$ cat config.mk
export PLATFORM = sky130hd
export DESIGN_NAME = fault_code_store_with_aging_top
export DESIGN_NICKNAME = d
export VERILOG_FILES = /design/src/fcs_pkg.sv /design/src/fault_code_store_with_aging_top.sv /design/src/fcs_spd.sv /design/src/fcs_ctrl.sv
export SDC_FILE = /design/constraint.sdc
export NUM_CORES = 2
export LEC_CHECK = 0
export BUFFER_PORTS_ARGS = -buffer_cell sky130_fd_sc_hd__buf_2
export CAP_MARGIN = 20
export CORE_ASPECT_RATIO = 0.8
export CORE_MARGIN = 4
export CORE_UTILIZATION = 25
export CTS_CLUSTER_DIAMETER = 80
export DETAILED_ROUTE_END_ITERATION = 8
export PLACE_DENSITY_LB_ADDON = 0.2
export SYNTH_ARGS = -nofsm -noshare
export SYNTH_HDL_FRONTEND = slang
export SYNTH_SLANG_ARGS = --single-unit
$ cat constraint.sdc
create_clock -name clk_i -period 13.5 [get_ports clk_i]
set_clock_uncertainty 0.05 [all_clocks]
set_input_delay 1.35 -clock clk_i [delete_from_list [all_inputs] [get_ports clk_i]]
set_output_delay 1.35 -clock clk_i [all_outputs]
set_load 0.1 [all_outputs]
$ cat src/fcs_pkg.sv
`timescale 1ns / 1ps
package fcs_pkg;

  typedef enum logic [1:0] {
    OP_TICK  = 2'd0,
    OP_READ  = 2'd1,
    OP_QUERY = 2'd2,
    OP_CLEAR = 2'd3
  } op_e;

  typedef enum logic {
    CFG_AGING_THR   = 1'b0,
    CFG_FAILED_MASK = 1'b1
  } cfg_idx_e;

  typedef enum logic [2:0] {
    ST_IDLE,
    ST_TK_START,
    ST_TK_RD,
    ST_TK_WR,
    ST_TK_NEW,
    ST_RD_DATA,
    ST_QRY_RD,
    ST_QRY_CHK
  } state_e;

  localparam logic [15:0] THR_RESET   = 16'd40;
  localparam logic [7:0]  FMASK_RESET = 8'd1;

  // floor(x / 1000) == (x * SPEED_RECIP) >> SPEED_SHIFT for every x below 2^22.
  localparam logic [41:0] SPEED_RECIP = 42'd1073742;
  localparam int          SPEED_SHIFT = 30;

  typedef struct packed {
    logic [1:0]  operation;
    logic        report_present;
    logic [23:0] report_code;
    logic [7:0]  report_status;
    logic [15:0] speed_rpm;
    logic [15:0] current_ma;
    logic [15:0] voltage_mv;
    logic [7:0]  temp_byte;
    logic [4:0]  entry_index;
    logic [7:0]  status_mask;
    logic [3:0]  max_count;
  } in_t;

  typedef struct packed {
    logic        entry_valid;
    logic [23:0] code;
    logic [7:0]  status;
    logic [15:0] age;
    logic [11:0] frozen_speed;
    logic [15:0] frozen_current;
    logic [15:0] frozen_voltage;
    logic [7:0]  frozen_temp;
    logic [31:0] frozen_time;
    logic [3:0]  count;
    logic        last;
  } out_t;

  typedef struct packed {
    logic [23:0] code;
    logic [7:0]  status;
    logic [15:0] age;
    logic [11:0] speed;
    logic [15:0] current;
    logic [15:0] voltage;
    logic [7:0]  temp;
    logic [31:0] stamp;
  } entry_t;

endpackage

$ cat src/fault_code_store_with_aging_top.sv
`timescale 1ns / 1ps
// Channel   Direction  Handshake                 Payload
// in        input      in_valid_i / in_ready_o   in_word_i  (fcs_pkg::in_t)
// out       output     out_valid_o / out_ready_i out_word_o (fcs_pkg::out_t)
// cfg       input      cfg_we_i                  cfg_idx_i, cfg_data_i
//
// In a tick, one shared entry unit walks the table entry by entry through a memory with
// one read port and one write port, compacting in place.
// A query stops early once max_count is met.
// Reset empties the table at once; no clearing pass is needed.
// An output register lets the core finish a word while the previous one waits; a word
// that the receiver holds back stalls the core until the output register frees.
module fault_code_store_with_aging_top #(
  parameter int ENTRIES = 8
) (
  input  logic          clk_i,
  input  logic          rst_ni,
  input  logic          cfg_we_i,
  input  logic          cfg_idx_i,
  input  logic [15:0]   cfg_data_i,
  input  logic          in_valid_i,
  output logic          in_ready_o,
  input  fcs_pkg::in_t  in_word_i,
  output logic          out_valid_o,
  input  logic          out_ready_i,
  output fcs_pkg::out_t out_word_o
);
  import fcs_pkg::*;

  logic res_valid, res_ready, out_valid_q;
  out_t res, out_q;

  fcs_ctrl #(.ENTRIES(ENTRIES)) u_ctrl (
    .clk_i      (clk_i),
    .rst_ni     (rst_ni),
    .cfg_we_i   (cfg_we_i),
    .cfg_idx_i  (cfg_idx_i),
    .cfg_data_i (cfg_data_i),
    .in_valid_i (in_valid_i),
    .in_ready_o (in_ready_o),
    .in_word_i  (in_word_i),
    .res_valid_o(res_valid),
    .res_ready_i(res_ready),
    .res_o      (res)
  );

  assign res_ready = !out_valid_q || out_ready_i;

  always_ff @(posedge clk_i or negedge rst_ni) begin
    if (!rst_ni) begin
      out_valid_q <= 1'b0;
    end else if (res_ready) begin
      out_valid_q <= res_valid;
    end
  end

  always_ff @(posedge clk_i) begin
    if (res_valid && res_ready) begin
      out_q <= res;
    end
  end

  assign out_valid_o = out_valid_q;
  assign out_word_o  = out_q;

  a_hit_has_entry: assert property (@(posedge clk_i) disable iff (!rst_ni)
    out_valid_o && !out_word_o.last |-> out_word_o.entry_valid)
    else $error("non-final word without an entry");

  a_empty_fields: assert property (@(posedge clk_i) disable iff (!rst_ni)
    out_valid_o && !out_word_o.entry_valid |->
      out_word_o.code == 24'd0 && out_word_o.age == 16'd0 && out_word_o.last)
    else $error("status-only word carries entry data");

  a_busy_after_accept: assert property (@(posedge clk_i) disable iff (!rst_ni)
    in_valid_i && in_ready_o |=> !in_ready_o)
    else $error("new word taken while the previous one is in work");
endmodule

$ cat src/fcs_spd.sv
`timescale 1ns / 1ps
module fcs_spd (
  input  logic        clk_i,
  input  logic [15:0] rpm_i,
  output logic [11:0] speed_o
);
  import fcs_pkg::*;

  logic [21:0] rpm60;
  logic [41:0] prod;
  logic [11:0] speed_q;

  // rpm * 60 as a shift and subtract.
  assign rpm60 = {rpm_i, 6'd0} - {4'd0, rpm_i, 2'd0};
  assign prod  = {20'd0, rpm60} * SPEED_RECIP;

  always_ff @(posedge clk_i) begin
    speed_q <= prod[SPEED_SHIFT+11:SPEED_SHIFT];
  end

  assign speed_o = speed_q;
endmodule

$ cat src/fcs_ctrl.sv
`timescale 1ns / 1ps
module fcs_ctrl #(
  parameter int ENTRIES = 8
) (
  input  logic          clk_i,
  input  logic          rst_ni,
  input  logic          cfg_we_i,
  input  logic          cfg_idx_i,
  input  logic [15:0]   cfg_data_i,
  input  logic          in_valid_i,
  output logic          in_ready_o,
  input  fcs_pkg::in_t  in_word_i,
  output logic          res_valid_o,
  input  logic          res_ready_i,
  output fcs_pkg::out_t res_o
);
  import fcs_pkg::*;

  localparam int HW = $clog2(ENTRIES + 1);
  localparam int AW = (ENTRIES > 1) ? $clog2(ENTRIES) : 1;

  state_e state_q, state_d;
  in_t item_q, item_d;
  logic [HW-1:0] held_q, held_d, r_q, r_d, w_q, w_d, held_n;
  logic [31:0] ticks_q, ticks_d, last_q, last_d, rep;
  logic [15:0] thr_q;
  logic [7:0] fmask_q;
  logic [3:0] found_q, found_d, done_cnt_q, done_cnt_d;
  logic acc_q, acc_d, hit_q, hit_d;

  entry_t mem [ENTRIES];
  entry_t rd_q, wd, new_e, ev;
  logic [AW-1:0] ra, wa;
  logic we;
  logic upd, aged, drop, app_ok, match, r_lt_held, more_q;
  logic [11:0] speed;

  fcs_spd u_spd (
    .clk_i  (clk_i),
    .rpm_i  (item_q.speed_rpm),
    .speed_o(speed)
  );

  always_ff @(posedge clk_i) begin
    if (we) begin
      mem[wa] <= wd;
    end
    rd_q <= mem[ra];
  end

  // Shared per-entry unit: report merge, aging step and threshold compare.
  always_comb begin
    new_e.code    = item_q.report_code;
    new_e.status  = item_q.report_status;
    new_e.age     = 16'd0;
    new_e.speed   = speed;
    new_e.current = item_q.current_ma;
    new_e.voltage = item_q.voltage_mv;
    new_e.temp    = item_q.temp_byte;
    new_e.stamp   = ticks_q;
    upd = acc_q && !hit_q && (rd_q.code == item_q.report_code);
    ev = (state_q == ST_TK_NEW || upd) ? new_e : rd_q;
    aged = (ev.status & fmask_q) == 8'd0;
    if (aged) begin
      ev.age = ev.age + 16'd1;
    end
    drop = aged && (ev.age >= thr_q);
    app_ok = acc_q && !hit_q && (32'(held_q) < 32'(ENTRIES));
    match = (rd_q.status & item_q.status_mask) != 8'd0;
    r_lt_held = r_q < held_q;
    more_q = r_lt_held && (found_q < item_q.max_count);
    rep = {item_q.report_code, item_q.report_status};
  end

  always_comb begin
    state_d = state_q;
    case (state_q)
      ST_IDLE: begin
        if (in_valid_i) begin
          case (in_word_i.operation)
            OP_TICK:  state_d = ST_TK_START;
            OP_READ:  state_d = (32'(in_word_i.entry_index) < 32'(held_q)) ?
                                ST_RD_DATA : ST_TK_NEW;
            OP_QUERY: state_d = ST_QRY_RD;
            default:  state_d = ST_TK_NEW;
          endcase
        end
      end
      ST_TK_START: state_d = ST_TK_RD;
      ST_TK_RD:    state_d = r_lt_held ? ST_TK_WR : ST_TK_NEW;
      ST_TK_WR:    state_d = ST_TK_RD;
      ST_TK_NEW: begin
        // A tick finishes its table pass here; read misses and clears only report.
        if (item_q.operation != OP_TICK && res_ready_i) begin
          state_d = ST_IDLE;
        end else if (item_q.operation == OP_TICK) begin
          state_d = ST_QRY_CHK;
        end
      end
      ST_RD_DATA:  if (res_ready_i) state_d = ST_IDLE;
      ST_QRY_RD:   state_d = more_q ? ST_QRY_CHK : ST_QRY_CHK;
      ST_QRY_CHK: begin
        if (item_q.operation != OP_QUERY || !more_q) begin
          if (res_ready_i) state_d = ST_IDLE;
        end else if (!match || res_ready_i) begin
          state_d = ST_QRY_RD;
        end
      end
      default: state_d = ST_IDLE;
    endcase
  end

  always_comb begin
    item_d     = item_q;
    held_d     = held_q;
    r_d        = r_q;
    w_d        = w_q;
    ticks_d    = ticks_q;
    last_d     = last_q;
    found_d    = found_q;
    done_cnt_d = done_cnt_q;
    acc_d      = acc_q;
    hit_d      = hit_q;
    held_n     = w_q;
    in_ready_o = 1'b0;
    we         = 1'b0;
    ra         = r_q[AW-1:0];
    wa         = w_q[AW-1:0];
    wd         = ev;
    res_valid_o = 1'b0;
    res_o       = '0;
    case (state_q)
      ST_IDLE: begin
        in_ready_o = 1'b1;
        if (in_valid_i) begin
          item_d  = in_word_i;
          r_d     = '0;
          w_d     = '0;
          hit_d   = 1'b0;
          acc_d   = 1'b0;
          found_d = '0;
          case (in_word_i.operation)
            OP_READ: begin
              ra = in_word_i.entry_index[AW-1:0];
              r_d = HW'(in_word_i.entry_index);
              done_cnt_d = 4'(held_q);
            end
            OP_CLEAR: begin
              held_d = '0;
              last_d = '0;
              done_cnt_d = '0;
            end
            default: ;
          endcase
        end
      end
      ST_TK_START: begin
        ticks_d = ticks_q + 32'd1;
        if (item_q.report_present && item_q.report_code != 24'd0 && rep != last_q) begin
          acc_d  = 1'b1;
          last_d = rep;
        end
      end
      ST_TK_WR: begin
        if (!drop) begin
          we  = 1'b1;
          w_d = w_q + HW'(1);
        end
        r_d = r_q + HW'(1);
        if (upd) begin
          hit_d = 1'b1;
        end
      end
      ST_TK_NEW: begin
        if (item_q.operation == OP_TICK) begin
          if (app_ok && !drop) begin
            we     = 1'b1;
            held_n = w_q + HW'(1);
          end
          held_d     = held_n;
          done_cnt_d = 4'(held_n);
        end else begin
          res_valid_o = 1'b1;
          res_o.count = done_cnt_q;
          res_o.last  = 1'b1;
        end
      end
      ST_RD_DATA, ST_QRY_CHK: begin
        if (state_q == ST_RD_DATA || (item_q.operation == OP_QUERY && more_q)) begin
          res_o.entry_valid    = 1'b1;
          res_o.code           = rd_q.code;
          res_o.status         = rd_q.status;
          res_o.age            = rd_q.age;
          res_o.frozen_speed   = rd_q.speed;
          res_o.frozen_current = rd_q.current;
          res_o.frozen_voltage = rd_q.voltage;
          res_o.frozen_temp    = rd_q.temp;
          res_o.frozen_time    = rd_q.stamp;
          res_o.count          = 4'(held_q);
          res_o.last           = (state_q == ST_RD_DATA);
          res_valid_o = (state_q == ST_RD_DATA) || match;
          if (state_q == ST_QRY_CHK) begin
            if (match && res_ready_i) begin
              found_d = found_q + 4'd1;
              r_d     = r_q + HW'(1);
            end else if (!match) begin
              r_d = r_q + HW'(1);
            end
          end
        end else begin
          // Final word of a tick or a query.
          res_valid_o = 1'b1;
          res_o.count = (item_q.operation == OP_QUERY) ? found_q : done_cnt_q;
          res_o.last  = 1'b1;
        end
      end
      default: ;
    endcase
  end

  always_ff @(posedge clk_i or negedge rst_ni) begin
    if (!rst_ni) begin
      state_q <= ST_IDLE;
      held_q  <= '0;
      ticks_q <= '0;
      last_q  <= '0;
      thr_q   <= THR_RESET;
      fmask_q <= FMASK_RESET;
    end else begin
      state_q <= state_d;
      held_q  <= held_d;
      ticks_q <= ticks_d;
      last_q  <= last_d;
      if (cfg_we_i) begin
        case (cfg_idx_i)
          CFG_AGING_THR:   thr_q   <= cfg_data_i;
          CFG_FAILED_MASK: fmask_q <= cfg_data_i[7:0];
          default: ;
        endcase
      end
    end
  end

  always_ff @(posedge clk_i) begin
    item_q     <= item_d;
    r_q        <= r_d;
    w_q        <= w_d;
    found_q    <= found_d;
    done_cnt_q <= done_cnt_d;
    acc_q      <= acc_d;
    hit_q      <= hit_d;
  end
endmodule
# == Word level (Yosys, flattened, before mapping) ==
# Memory sizes are Yosys's and may differ from the RTL's. A register that Yosys moved wholly into a read port is not among the register bits.
# Cells that the tools add are included.
# word_totals
memories,1
latchBits,0
out_inout_bits,140
inputBits,130
rom_bits,0
ramBits,1056
reg_bits,367
wordCells,189
# memory_table
memory,words,word_bits,read_ports,rd_ports_with_merged_regs,write_ports,line_no,text
u_ctrl.mem,8,132,1,1,1,fcs_ctrl.sv:31,entry_t mem [ENTRIES];
# op_classes
div_mod_pow,0
reduce_logical,50
shifts,0
muxes,61
order_cmp,5
n_addsub,6
bitwise,3
n_eq_ne,27
mul,1
# op_table
operator,n
2-to-1 mux 133 bit,1
2-to-1 mux 132 bit,1
2-to-1 mux 32 bit,3
2-to-1 mux 4 bit,17
one-hot mux 32 bit (2 select lines),1
multiplier 22 x 20 -> 41 bit (second input constant),1
one-hot mux 4 bit (2 select lines),5
adder 32 x 1 -> 32 bit (second input constant),1
inequality test 32 bit,1
2-to-1 mux 3 bit,10
== test 24 bit,1
nonzero test 24 bit,1
subtractor 22 x 18 -> 22 bit,1
one-hot mux 3 bit (7 select lines),1
adder 16 x 1 -> 16 bit (second input constant),1
AND 8 bit,2
greater-or-equal comparator 16 bit,1
2-to-1 mux 16 bit,1
adder 4 x 1 -> 4 bit (second input constant),3
== test 3 bit (second input constant),4
logical AND 1 bit,12
2-to-1 mux 1 bit,12
one-hot mux 4 bit (3 select lines),1
AND reduction 3 bit,4
29 further kinds,67

# == Logic depth before layout (Yosys ltp) ==
# depth
depth_word,17
depth_mapped,30
mapped_depth_nobuf,30

# == Hierarchy ==
# A second synthesis with hierarchy kept.
# hier_totals
cells_unflattened,5412
hier_area_um2,67285.8
# modules_own_cells
module,area_each_um2,n_inst,seq_area_each_um2,cells_each
fcs_ctrl,56540.5,1,40367.5,4558
fcs_spd,6547.5,1,240.2,712
fault_code_store_with_aging_top,4197.8,1,4169.0,142

# == Worst setup path before layout ==
# OpenSTA, ideal clock, no wires.
# synth_path
path_kind,reg2reg
from,register u_ctrl.item_q[81] (netlist name)
to,memory u_ctrl.mem[7][0] (netlist name) (enable)
t_arrival_ns,13.612
setup_ns,0.785
path_slack_ns,-0.947
n_path_buf,2
period_less_slack_ns,14.447
required_time_ns,12.665
stages_incl_launch_ff,20
cell_sequence,edfxtp_1 > xnor2_1 > nand4_1 > nor4_2 > a21oi_2 > buf_6 > mux2_4 > a2111o_1 > or3_1 > clkbuf_1 > or4_1 > a21oi_1 > ha_1 > a21oi_1 > nor2b_1 > o21ai_0 > o211ai_1 > o21bai_1 > nor3b_1 > nor3_1
# synth_lines
element,line_no,text
"start, declared",fcs_ctrl.sv:23,"in_t item_q, item_d;"
"start signal, assigned",fcs_ctrl.sv:245,item_q <= item_d;
"end, declared",fcs_ctrl.sv:31,

==> flow_summary.ini <==
[run_status]
outcome = complete, no violations

[place]
portBuffers = 269
place.gp.congestion = 0.782
dp_hpwl_um = 106000

[timing]
period_share_pct = 68.3
tns_ps = 0
min_period_ps = 9220
tightestPinTransition_ps = 1000
slew_violations = 0
setup_violations = 0
rsz0062_at_grt = no
finalHoldViolCount = 0
fmax_mhz = 108
relSlewSlack_pct = 33.1

[floorplanning]
rows = 166
die_area_mm2 = 0.267
die_x_um = 576
initial_utilization_pct = 25.2
pin_count = 270
core_area_mm2 = 0.256
fp.dieH_um = 463

[synthesis]
avgSynthCellArea_um2 = 18.1
synth_top_area_share_pct = 61.2
synth_area_leaders = edfxtp_1, mux4_2, mux2_2
ys_seq_area_share_pct = 69.3
yosys.area.top_type = edfxtp_1
ys_types = 66
netlist_area_mm2 = 0.0646
synth_edf_count = 1315
netlist_instances = 3577
ys_seq_elements = 1555
synth_top_flop_cell = edfxtp_1
synth_nets = 4003
yosys_warnings = 0
async_flop_share_pct = 6.17

[clocking]
cts_resized = 0
cts_tree = built
clk_pin_slew_ps = 60
cts_made_buffers = 176
root_buffer = clkbuf_16
cts.sinks = 1555
clock_latency_ps = 830
postCtsSetupRepairBufs = 0
h-tree-depth = 4
max-clock-path-buffers = 4
holdBufCountCts = 0

[worst_setup_path]
crit_path_end_kind = flip-flop
crit_arrival_ps = 9580
critPathLaunchType = flip-flop
path_cells = xnor2_1 > nand4_1 > nor4_2 > a21oi_4 > mux2_4 > a2111o_1 > or3_1 > or4_1 > a21oi_1 > ha_1 > a21oi_1 > nor2b_1 > o21ai_0 > o211ai_1 > o21bai_1 > nor3b_1 > clkbuf_4 > nor3_1 > and3b_4 > buf_4 > buf_4
cp_top_family = simple AND/OR/NAND/NOR gates
cpMaxStageDelayCell = nor4_2
path_max_fanout = 45
cp_slowest_stage_delay_ps = 750
worst-path-buf-inv = 3
cp_data_required_time_ps = 13860
path_class = flip-flop to flip-flop

[finish]
layout-drive-gt1-share_pct = 27.6
fill_cells = 25382
fin_util_pct = 29.7
nNetsFinal = 4388
area_growth_pct = 17.7
multi_input_area_mm2 = 0.0186
regArea_mm2 = 0.0448

[grt]
grt.busiest_layer = met2
antenna_found_initial = 22
grt_use_total_pct = 12.6
grtUsageMet2_pct = 19.5
grt_pass1_wl_um = 249000
overflow = 0
grt_max_degree = 121
grt_pass1_vias = 34468
grt_use_met1_pct = 18.0
gr-usage-met3_pct = 2.63

[drt]
avgViaCountPerCell = 4.30
drc = 0
wl_per_cell_um = 22.6
drt_iter0_markers = 1941
dr.pass1.iters = 5
routed_wl_um = 171000
ant_nets = 0
dr_total_vias = 32462

[flow_run]
maxCapViolCount = 0

[worst_hold_path]
hold_class = input pin to asynchronous set/reset pin
[Yosys cell counts, drive strengths merged (80+ instances only)]
master,instances
o21ai,80
fa,85
mux4,264
mux2,261
and2,139
nand2,156
xnor2,110
clkbuf,93
ha,211
edfxtp,1315
dfxtp,144
dfrtp,93
inv,200
[worst paths after layout]
| path | startpoint | endpoint | slack (ps) | cells past startpoint |
|---|---|---|---|---|
| max reg2reg | u_ctrl.item_q[102]$_DFFE_PP_ | u_ctrl.mem[1][45]$_DFFE_PP_ | 4280 | 21 |
| max | u_ctrl.item_q[102]$_DFFE_PP_ | u_ctrl.mem[1][45]$_DFFE_PP_ | 4280 | 21 |
| min in group clk_i | u_ctrl.ticks_q[31]$_DFFE_PN0P_ | u_ctrl.ticks_q[31]$_DFFE_PN0P_ | 430 | 1 |
| min reg2reg | u_ctrl.ticks_q[31]$_DFFE_PN0P_ | u_ctrl.ticks_q[31]$_DFFE_PN0P_ | 430 | 1 |
| min | rst_ni | u_ctrl.ticks_q[29]$_DFFE_PN0P_ | 330 | 1 |
| max in group asynchronous | rst_ni | out_valid_o$_DFFE_PN0P_ | 11360 | 3 |
[area by class of cell]
type                            count  area share (%)
Antenna cell                        4          0.0132
Timing Repair Buffer              334            2.49
Clock inverter                     64           0.854
Multi-Input combinational cell   1694            24.5
Tap cell                         3444            5.67
Inverter                          201           0.999
Sequential cell                  1555            58.9
Clock buffer                      252            6.53
[cell families (layout without fill, tap and decap cells)]
kind of cell	count (synthesis)	after routing	share of synthesized area [%]
AOI/OAI and AO/OA	208	208	2.00
xor gates and xnor gates	129	129	1.75
adders and majority gates	296	296	6.72
buffers and inverters	328	851	1.97
DFF	1555	1555	69.3
muxes	543	543	14.0
other	0	4	0
and+or+nand+nor	518	518	4.17
[registers in the layout, indices dropped and copies added, names as in the netlist, 8 cells and up]
name / flops
out_word_o: 138
u_ctrl.fmask_q: 8
u_ctrl.item_q: 103
u_ctrl.last_q: 32
u_ctrl.mem: 1056
u_ctrl.rd_q: 132
u_ctrl.thr_q: 16
u_ctrl.ticks_q: 32
u_ctrl.u_spd.speed_o: 12
[layout by cell type, fill, tap and decap left out, types with 7 or more instances in the layout]
cell        instances
mux2i_1            15
nand2b_1           14
edfxtp_1         1315
or3_1               8
clkbuf_1           54
buf_2             268
nor2b_1             9
a31oi_1             7
nor2_1             61
clkinvlp_4          9
xnor2_1           110
dfrtp_1            93
mux4_2            264
clkinv_2           19
clkinv_1           16
nand2_1           156
nor3_1             12
mux2_2            260
and2_1            138
bufinv_16          10
o21ai_0            79
nand4_1            27
and3_1             13
a21o_1             25
a21oi_1            39
clkbuf_8           17
clkbuf_16         181
buf_4              60
nand3_1            31
inv_1             199
nor4_1             16
xor2_1             19
fa_1               85
dfxtp_1           144
ha_1              211
[per-layer routing]
metal / share of wire [%] / vias to the layer above / routed length, um
li1: - / 14516 / -
met4: 2.2 / 6 / 3730
met3: 4.7 / 238 / 8100
met5: 0.024 / - / 41
met1: 48 / 17083 / 81400
met2: 45 / 619 / 77500
[per-stage QoR]
stage / setup WS [ps] / area [um2] / hold slack (ps) / cells
global route: 3700 / 76000 / 270 / 7544
detailed placement: 4210 / 70400 / 423 / 7226
global placement: 4120 / 70400 / 421 / 7225
finish: 4280 / 76000 / 326 / 7548
CTS: 4130 / 76000 / 248 / 7542
floorplan: 3110 / 64600 / 392 / 3577
Power is left out: the tool's default activity adds up to more than one toggle a clock period on the data nets, which glitch-free logic cannot reach.
